<file path="config.mk">
export PLATFORM = sky130hd
export DESIGN_NAME = analog_comparator_peripheral_core
export DESIGN_NICKNAME = d
export VERILOG_FILES = /design/src/hdl/acp_pkg.sv /design/src/hdl/acp_eval.sv /design/src/hdl/analog_comparator_peripheral_core.sv
export VERILOG_INCLUDE_DIRS = /design/src /design/src/hdl
export SDC_FILE = /design/constraint.sdc
export NUM_CORES = 1
export LEC_CHECK = 0
export BUFFER_PORTS_ARGS = -buffer_cell sky130_fd_sc_hd__buf_2
export CAP_MARGIN = 20
export CORE_MARGIN = 3
export CORE_UTILIZATION = 50
export DETAILED_ROUTE_END_ITERATION = 8
export PLACE_DENSITY = 0.71
export SETUP_SLACK_MARGIN = 0.02
export SYNTH_ARGS = -nofsm -noshare
export SYNTH_HDL_FRONTEND = slang
export SYNTH_SLANG_ARGS = --single-unit
</file>
<file path="constraint.sdc">
create_clock -name clk -period 3.3 [get_ports clk]
set_input_delay 0.66 -clock clk [delete_from_list [all_inputs] [get_ports clk]]
set_output_delay 0.66 -clock clk [all_outputs]
set_load 0.005 [all_outputs]
</file>
<file path="src/hdl/assert_macros.svh">
// Assertion macros shared by the comparator RTL.
`ifndef ASSERT_MACROS_SVH
`define ASSERT_MACROS_SVH

// Same-cycle implication, sampled on clk, off while rst_n is low.
`define ACP_ASSERT_IMP(label, ante, cons, msg) \
    label: assert property (@(posedge clk) disable iff (!rst_n) (ante) |-> (cons)) \
        else $error(msg);

// Next-cycle implication, sampled on clk, off while rst_n is low.
`define ACP_ASSERT_NXT(label, ante, cons, msg) \
    label: assert property (@(posedge clk) disable iff (!rst_n) (ante) |=> (cons)) \
        else $error(msg);

`endif

</file>
<file path="src/hdl/acp_pkg.sv">
// Types and constants for the analog comparator peripheral.
package acp_pkg;

    // Item kinds
    localparam logic [1:0] ACT_WRITE = 2'd0;
    localparam logic [1:0] ACT_READ  = 2'd1;
    localparam logic [1:0] ACT_PIN   = 2'd2;

    // Bus register map
    localparam logic [1:0] REG_CTRL   = 2'd0;
    localparam logic [1:0] REG_MUX    = 2'd1;
    localparam logic [1:0] REG_IE     = 2'd2;
    localparam logic [1:0] REG_STATUS = 2'd3;

    // Configuration register indexes
    localparam logic CFG_VREF = 1'b0;
    localparam logic CFG_DAC  = 1'b1;

    // Negative input choices (mux bits 1:0)
    localparam logic [1:0] NEG_PIN0 = 2'd0;
    localparam logic [1:0] NEG_PIN1 = 2'd1;
    localparam logic [1:0] NEG_VREF = 2'd2;
    localparam logic [1:0] NEG_DAC  = 2'd3;

    // Edge modes (control bits 5:4)
    localparam logic [1:0] EDGE_BOTH = 2'd0;
    localparam logic [1:0] EDGE_NONE = 2'd1;
    localparam logic [1:0] EDGE_FALL = 2'd2;
    localparam logic [1:0] EDGE_RISE = 2'd3;

    // Bit positions
    localparam int CTRL_EN_BIT   = 0;
    localparam int MUX_INV_BIT   = 7;
    localparam int IE_EN_BIT     = 0;
    localparam int STAT_CLR_BIT  = 0;

    localparam int NUM_POS = 4;
    localparam int NUM_NEG = 2;

    localparam logic [15:0] VREF_RESET_MV = 16'd1100;

    typedef struct packed {
        logic [1:0]  action;
        logic [1:0]  reg_addr;
        logic [7:0]  write_data;
        logic [2:0]  pin_index;
        logic [15:0] pin_mv;
    } in_word_t;

    typedef struct packed {
        logic [7:0] read_data;
        logic       comp_out;
        logic       out_changed;
        logic       irq_request;
    } out_word_t;

    // Evaluation result handed back to the top level
    typedef struct packed {
        logic live;      // live compare output
        logic changed;   // registered output toggles this word
        logic flag_set;  // edge matched the selected mode
    } eval_t;

endpackage

</file>
<file path="src/hdl/acp_eval.sv">
// Compare, input select, invert and edge check of the comparator.
module acp_eval (
    input  logic [7:0]     ctrl,
    input  logic [7:0]     mux,
    input  logic [15:0]    pos_mv [acp_pkg::NUM_POS],
    input  logic [15:0]    neg_mv [acp_pkg::NUM_NEG],
    input  logic [15:0]    vref_mv,
    input  logic [15:0]    dac_mv,
    input  logic           last_out,
    input  logic           eval_en,
    output acp_pkg::eval_t res
);

    logic [15:0] pos_sel;
    logic [15:0] neg_sel;
    logic        live;
    logic        edge_ok;

    assign pos_sel = pos_mv[mux[4:3]];

    always_comb
    begin
        case (mux[1:0])
            acp_pkg::NEG_PIN0: neg_sel = neg_mv[0];
            acp_pkg::NEG_PIN1: neg_sel = neg_mv[1];
            acp_pkg::NEG_VREF: neg_sel = vref_mv;
            default:           neg_sel = dac_mv;
        endcase
    end

    assign live = ctrl[acp_pkg::CTRL_EN_BIT] &
                  ((pos_sel > neg_sel) ^ mux[acp_pkg::MUX_INV_BIT]);

    always_comb
    begin
        case (ctrl[5:4])
            acp_pkg::EDGE_BOTH: edge_ok = 1'b1;
            acp_pkg::EDGE_NONE: edge_ok = 1'b0;
            acp_pkg::EDGE_FALL: edge_ok = ~live;
            default:            edge_ok = live;
        endcase
    end

    assign res.live     = live;
    assign res.changed  = eval_en & (live != last_out);
    // disabled output never flags
    assign res.flag_set = eval_en & (live != last_out) & ctrl[acp_pkg::CTRL_EN_BIT] & edge_ok;

endmodule

</file>
<file path="src/hdl/analog_comparator_peripheral_core.sv">
// Top level of the register-mapped analog comparator peripheral.
//
//  channel | direction | handshake             | payload
//  --------+-----------+-----------------------+------------------------------
//  in      | in        | in_valid / in_ready   | in_word  (acp_pkg::in_word_t)
//  out     | out       | out_valid / out_ready | out_word (acp_pkg::out_word_t)
//  cfg     | in        | cfg_valid / cfg_ready | cfg_index, cfg_data
//
// One word per cycle while the output is not stalled: the state update and the
// result are computed in the accepting cycle and registered in the output register.
// in_ready is high whenever the output register is empty or being drained,
// so a stalled consumer holds one result and back-pressures the input only.
// cfg_ready is always high; a new level shows in status reads at once and in
// comp_out on the next evaluating word.
// rst_n is asynchronous, active low; all state but out_word_reg returns to its reset value.
`include "assert_macros.svh"

module analog_comparator_peripheral_core (
    input  logic                clk,
    input  logic                rst_n,

    input  logic                in_valid,
    output logic                in_ready,
    input  acp_pkg::in_word_t   in_word,

    output logic                out_valid,
    input  logic                out_ready,
    output acp_pkg::out_word_t  out_word,

    input  logic                cfg_valid,
    output logic                cfg_ready,
    input  logic                cfg_index,
    input  logic [15:0]         cfg_data
);

    // Architectural state
    logic [15:0] vref_reg;
    logic [15:0] dac_reg;
    logic [7:0]  ctrl_reg, ctrl_next;
    logic [7:0]  mux_reg,  mux_next;
    logic [7:0]  ie_reg,   ie_next;
    logic        flag_reg, flag_next;
    logic        last_reg, last_next;
    logic [15:0] pos_reg  [acp_pkg::NUM_POS];
    logic [15:0] pos_next [acp_pkg::NUM_POS];
    logic [15:0] neg_reg  [acp_pkg::NUM_NEG];
    logic [15:0] neg_next [acp_pkg::NUM_NEG];

    // Output register
    logic               out_valid_reg;
    acp_pkg::out_word_t out_word_reg, out_word_next;

    logic           accept;
    logic           eval_en;
    logic           flag_clr;
    acp_pkg::eval_t ev;

    assign in_ready  = ~out_valid_reg | out_ready;
    assign accept    = in_valid & in_ready;
    assign cfg_ready = 1'b1;
    assign out_valid = out_valid_reg;
    assign out_word  = out_word_reg;

    // Next-state decode for one word. Reads change nothing, so the
    // evaluator always runs on next-state values and serves status reads.
    always_comb
    begin
        ctrl_next = ctrl_reg;
        mux_next  = mux_reg;
        ie_next   = ie_reg;
        pos_next  = pos_reg;
        neg_next  = neg_reg;
        eval_en   = 1'b0;
        flag_clr  = 1'b0;
        case (in_word.action)
            acp_pkg::ACT_WRITE:
            begin
                case (in_word.reg_addr)
                    acp_pkg::REG_CTRL:
                    begin
                        ctrl_next = in_word.write_data;
                        eval_en   = 1'b1;
                    end
                    acp_pkg::REG_MUX:
                    begin
                        mux_next = in_word.write_data;
                        eval_en  = 1'b1;
                    end
                    acp_pkg::REG_IE:
                        ie_next = in_word.write_data;
                    default:
                        flag_clr = in_word.write_data[acp_pkg::STAT_CLR_BIT];
                endcase
            end
            acp_pkg::ACT_PIN:
            begin
                // pins 0-3 positive, 4-5 negative, 6-7 ignored
                case (in_word.pin_index) inside
                    [3'd0:3'd3]:
                    begin
                        pos_next[in_word.pin_index[1:0]] = in_word.pin_mv;
                        eval_en = 1'b1;
                    end
                    [3'd4:3'd5]:
                    begin
                        neg_next[in_word.pin_index[0]] = in_word.pin_mv;
                        eval_en = 1'b1;
                    end
                    default:
                        eval_en = 1'b0;
                endcase
            end
            default:
                eval_en = 1'b0;
        endcase
    end

    acp_eval u_eval (
        .ctrl     (ctrl_next),
        .mux      (mux_next),
        .pos_mv   (pos_next),
        .neg_mv   (neg_next),
        .vref_mv  (vref_reg),
        .dac_mv   (dac_reg),
        .last_out (last_reg),
        .eval_en  (eval_en),
        .res      (ev)
    );

    assign flag_next = (flag_reg & ~flag_clr) | ev.flag_set;
    assign last_next = eval_en ? ev.live : last_reg;

    always_comb
    begin
        out_word_next.read_data = 8'h00;
        if (in_word.action == acp_pkg::ACT_READ)
        begin
            case (in_word.reg_addr)
                acp_pkg::REG_CTRL: out_word_next.read_data = ctrl_reg;
                acp_pkg::REG_MUX:  out_word_next.read_data = mux_reg;
                acp_pkg::REG_IE:   out_word_next.read_data = ie_reg;
                default:           out_word_next.read_data = {3'b000, ev.live, 3'b000, flag_reg};
            endcase
        end
        out_word_next.comp_out    = last_next;
        out_word_next.out_changed = ev.changed;
        out_word_next.irq_request = flag_next & ie_next[acp_pkg::IE_EN_BIT];
    end

    // State and output register
    always_ff @(posedge clk or negedge rst_n)
    begin
        if (!rst_n)
        begin
            ctrl_reg      <= '0;
            mux_reg       <= '0;
            ie_reg        <= '0;
            flag_reg      <= 1'b0;
            last_reg      <= 1'b0;
            pos_reg       <= '{default: '0};
            neg_reg       <= '{default: '0};
            out_valid_reg <= 1'b0;
        end
        else
        begin
            if (accept)
            begin
                ctrl_reg <= ctrl_next;
                mux_reg  <= mux_next;
                ie_reg   <= ie_next;
                flag_reg <= flag_next;
                last_reg <= last_next;
                pos_reg  <= pos_next;
                neg_reg  <= neg_next;
            end
            if (accept)
                out_valid_reg <= 1'b1;
            else if (out_ready)
                out_valid_reg <= 1'b0;
        end
    end

    always_ff @(posedge clk)
    begin
        if (accept)
            out_word_reg <= out_word_next;
    end

    // Reference levels
    always_ff @(posedge clk or negedge rst_n)
    begin
        if (!rst_n)
        begin
            vref_reg <= acp_pkg::VREF_RESET_MV;
            dac_reg  <= '0;
        end
        else if (cfg_valid)
        begin
            case (cfg_index)
                acp_pkg::CFG_VREF: vref_reg <= cfg_data;
                default:           dac_reg  <= cfg_data;
            endcase
        end
    end

    // Held result mirrors the state it was computed from
    `ACP_ASSERT_IMP(a_irq_match, out_valid_reg,
        out_word_reg.irq_request == (flag_reg & ie_reg[acp_pkg::IE_EN_BIT]),
        "irq_request does not match flag and enable")
    `ACP_ASSERT_IMP(a_comp_match, out_valid_reg, out_word_reg.comp_out == last_reg,
        "comp_out does not match stored output")
    `ACP_ASSERT_NXT(a_read_quiet, accept && in_word.action == acp_pkg::ACT_READ,
        !out_word_reg.out_changed && $stable(last_reg) && $stable(flag_reg),
        "read word changed comparator state")
    `ACP_ASSERT_IMP(a_disabled_low, !ctrl_reg[acp_pkg::CTRL_EN_BIT], !last_reg,
        "output high while comparator disabled")
    `ACP_ASSERT_IMP(a_flag_on_accept, $rose(flag_reg), $past(accept),
        "compare flag set without an accepted word")

endmodule
</file>
==> impl_metrics.yaml <==
timing:
  clock_skew_ns: 0.00814
  tightestPinTransition_ns: 0.820
  fin_crit_ns: 3.99
  rsz0062_at_grt: "yes"
  relSlewSlack_pct: 45.3
  final_hold_viol_count: 0
  fin_crit_sh_pct: 121
  setup_slack_ns: -0.686
  maxSlewViolCount: 0
  whs_ns: 0.252
  clock.fmax_ghz: 0.251
  finalSetupViolations: 6
final_layout:
  fin_area_um2: 10600
  nets: 929
  fillers: 1298
  diodes: 0
  regArea_um2: 4210
  multiInputGateArea_um2: 4470
  area_delta_synth_final_pct: 22.7
  largest_reg_flops: 64
  drive_gt1_share_pct: 42.9
worst_setup_path:
  rr_startpoint: "mux_reg[0]$_DFFE_PN0P_"
  crit_path_start: "in_word[30]"
  critPathSlowestCell: "o31a_4"
  path_cells: "buf_6 > nor4b_4 > buf_6 > buf_6 > mux2i_4 > buf_4 > clkbuf_16 > nand2_1 > a21oi_1 > a31oi_1 > ha_1 > nand4_1 > buf_4 > nor4_4 > or2_4 > a21oi_4 > o31a_4 > mux2_4"
  cp-end-kind: "register"
  rrSetupSlack_ns: -0.26
  worst-path-stages: 18
  path_class: "primary input to register"
  rr_worst_depth: 15
  timing.critical_path.buf_inv: 6
  crit_top_cell: "buf_6"
  cp.required_ns: 3.47
  cpPeakStageDelay_ns: 0.37
  crit_arrival_ns: 4.16
  endpoint: "out_word[2]$_DFFE_PP_"
  start_kind: "primary input"
  crit_fanout: 15
  r2r-end: "out_word[2]$_DFFE_PP_"
  critPathTopFamily: "simple AND/OR/NAND/NOR gates"
die:
  boundaryPins: 67
  floorplan.initialDensity_pct: 51.6
  design.core.area_um2: 16800
  fp.dieW_um: 138
  core.rowCount: 47
  die_area_um2: 18900
  die_h_um: 138
detailed_routing:
  drc: 0
  wl_per_cell_um: 21.3
  ant_nets: 0
  first_iter_violations: 540
  via_per_inst: 6.22
  first_pass_iters: 5
  vias: 6794
  routed_wl_mm: 23.3
synth:
  syn-cell-area_um2: 8650
  synth.most_common_cell: "dfrtp_1"
  ys_seq_elements: 166
  yosys.area.top_type: "dfrtp_1"
  synth_ff_type: "dfrtp_1"
  postSynth.asyncResetShare_pct: 93.4
  yosys.area.top_type_share_pct: 43.7
  yosysSeqAreaShare_pct: 48.7
  synth_nets: 835
  synth_cell_types: 61
  synthCells: 766
  netlist_top_cells_count: "dfrtp_1, mux2_2, nand2_1"
  synthTopCellsByArea: "dfrtp_1, mux2_2, o221ai_1"
  synth.avg_cell_area_um2: 11.3
  synth_edf_count: 11
  yosys_warnings: 0
pwr:
  fin_total_pwr_mw: 6.85
  irDropWorstVdd_mv: 0.463
  seq_power_share_pct: 38.6
  combPwrFrac_pct: 33.9
  p_int_mw: 4.65
  p_clk_share_pct: 27.5
  p_per_area_nw_per_um2: 645
  p_switching_mw: 2.20
  leakage_nw: 4.69
  switching_share_pct: 32.1
clock_tree:
  cts_buffer_depth: 2
  cts_tree: "done"
  path_clk_slew_ns: 0.06
  numClockSinks: 166
  cts_root_buf: "clkbuf_16"
  numCtsBuffers: 17
  clk_latency_ns: 0.43
  htree_levels: 4
place:
  io_buffers: 65
  place_congestion: 0.869
  pre_cts_slack_ns: -1.10
  place_area_um2: 9600
  hpwl_mm: 15.1
global_route:
  grt_pass1_vias: 7038
  overflow: 0
  grt_pass1_wl_mm: 36.1
  groute.usage.overall_pct: 24.7
  antenna_found_initial: 0
  grt_max_degree: 66
status:
  violations: "negative setup slack"
  status: "complete, but fails checks"
flow_run:
  drv_cap: 0
hold_path:
  hold_path_class: "primary input to async pin"
-- logic make-up (layout without fill, tap and decap cells) --
family	after synthesis	in the layout	synth area share [%]
simple gates	180	180	10.2
xor+xnor	4	4	0.405
buf+inv	65	171	3.31
mux	172	172	22.4
compound gates	162	162	12.6
fa+ha+maj	16	16	2.31
flops	166	166	48.7
other cells	1	1	0.0433
-- routing by layer --
| metal | wire length, um | share of wire [%] | global-route usage [%] |
|---|---|---|---|
| met5 | 0 | 0 | 0 |
| met1 | 9400 | 40 | 30.8 |
| met2 | 11700 | 50 | 42.7 |
| met4 | 587 | 2.5 | 9.09 |
| met3 | 1520 | 6.5 | 4.97 |
-- power by group through the flow --
| stage | sequential [mW] | clock, mW | combinational (mW) |
|---|---|---|---|
| detailed placement | 2.67 | 0 | 1.93 |
| floorplan | 2.60 | 0 | 1.27 |
| global route | 2.68 | 1.99 | 2.50 |
| global placement | 2.64 | 0 | 1.84 |
| CTS | 2.64 | 1.90 | 2.14 |
| finish | 2.65 | 1.88 | 2.32 |
-- area by class of cell --
type                    count  area share [%]
clock buffers              23            4.42
clock inverters             8           0.730
inverters                   1          0.0353
multi-input cells         535            42.1
flip-flops and latches    166            39.7
well taps                 220            2.59
repair buffers            139            10.5
-- what timing repair did --
action                     in CTS  in global routing
gates cloned                    2                  1
gates resized for setup        45                 30
setup buffers                   7                  5
setup endpoints to repair       6                  6
pin swaps                      18                 21
hold buffers                    0                  0
-- worst register-to-register path, delay by kind of cell (launching register included) --
family | cells | cell delay, ns
simple gates | 4 | 0.70
buf+inv | 4 | 0.72
compound gates | 4 | 0.71
mux | 2 | 0.47
fa+ha+maj | 1 | 0.31
flops | 1 | 0.40
-- cell usage in the layout (no fill, tap or decap), types with 10 or more instances in the layout --
master	netlist	final
a21oi_1	44	36
a31oi_1	15	11
buf_12	0	10
buf_2	13	61
buf_4	3	55
buf_6	2	10
clkbuf_16	0	19
dfrtp_1	151	151
edfxtp_1	11	11
ha_1	16	15
mux2_2	148	145
mux2i_1	12	10
nand2_1	78	78
nand3_1	22	21
nor2_1	32	22
o21ai_0	23	15
o221ai_1	48	41
o22ai_1	17	17
-- how the worst min path moves through the flow --
stage	startpoint	endpoint	slack, ns	depth (start not counted)
after floorplan	rst_n	ctrl_reg[0]$_DFFE_PN0P_	0.36	0
after global placement	pos_reg[24]$_DFFE_PN0P_	pos_reg[24]$_DFFE_PN0P_	0.47	1
after detailed placement	pos_reg[23]$_DFFE_PN0P_	pos_reg[23]$_DFFE_PN0P_	0.49	1
after CTS	rst_n	out_valid$_DFFE_PN0P_	0.27	1
after global routing	rst_n	out_valid$_DFFE_PN0P_	0.29	1
final	rst_n	out_valid$_DFFE_PN0P_	0.25	1
-- stage by stage --
step / util (%) / setup TNS (ns) / std cells
floorplan: - / -2.94 / 766
global placement: 57.3 / -5.59 / 1047
detailed placement: 57.3 / -6.20 / 1047
CTS: 62.3 / -3.10 / 1087
global route: 63.4 / -4.15 / 1092
finish: 63.4 / -3.73 / 1092
Note: power is estimated with default switching activity, not from simulation.
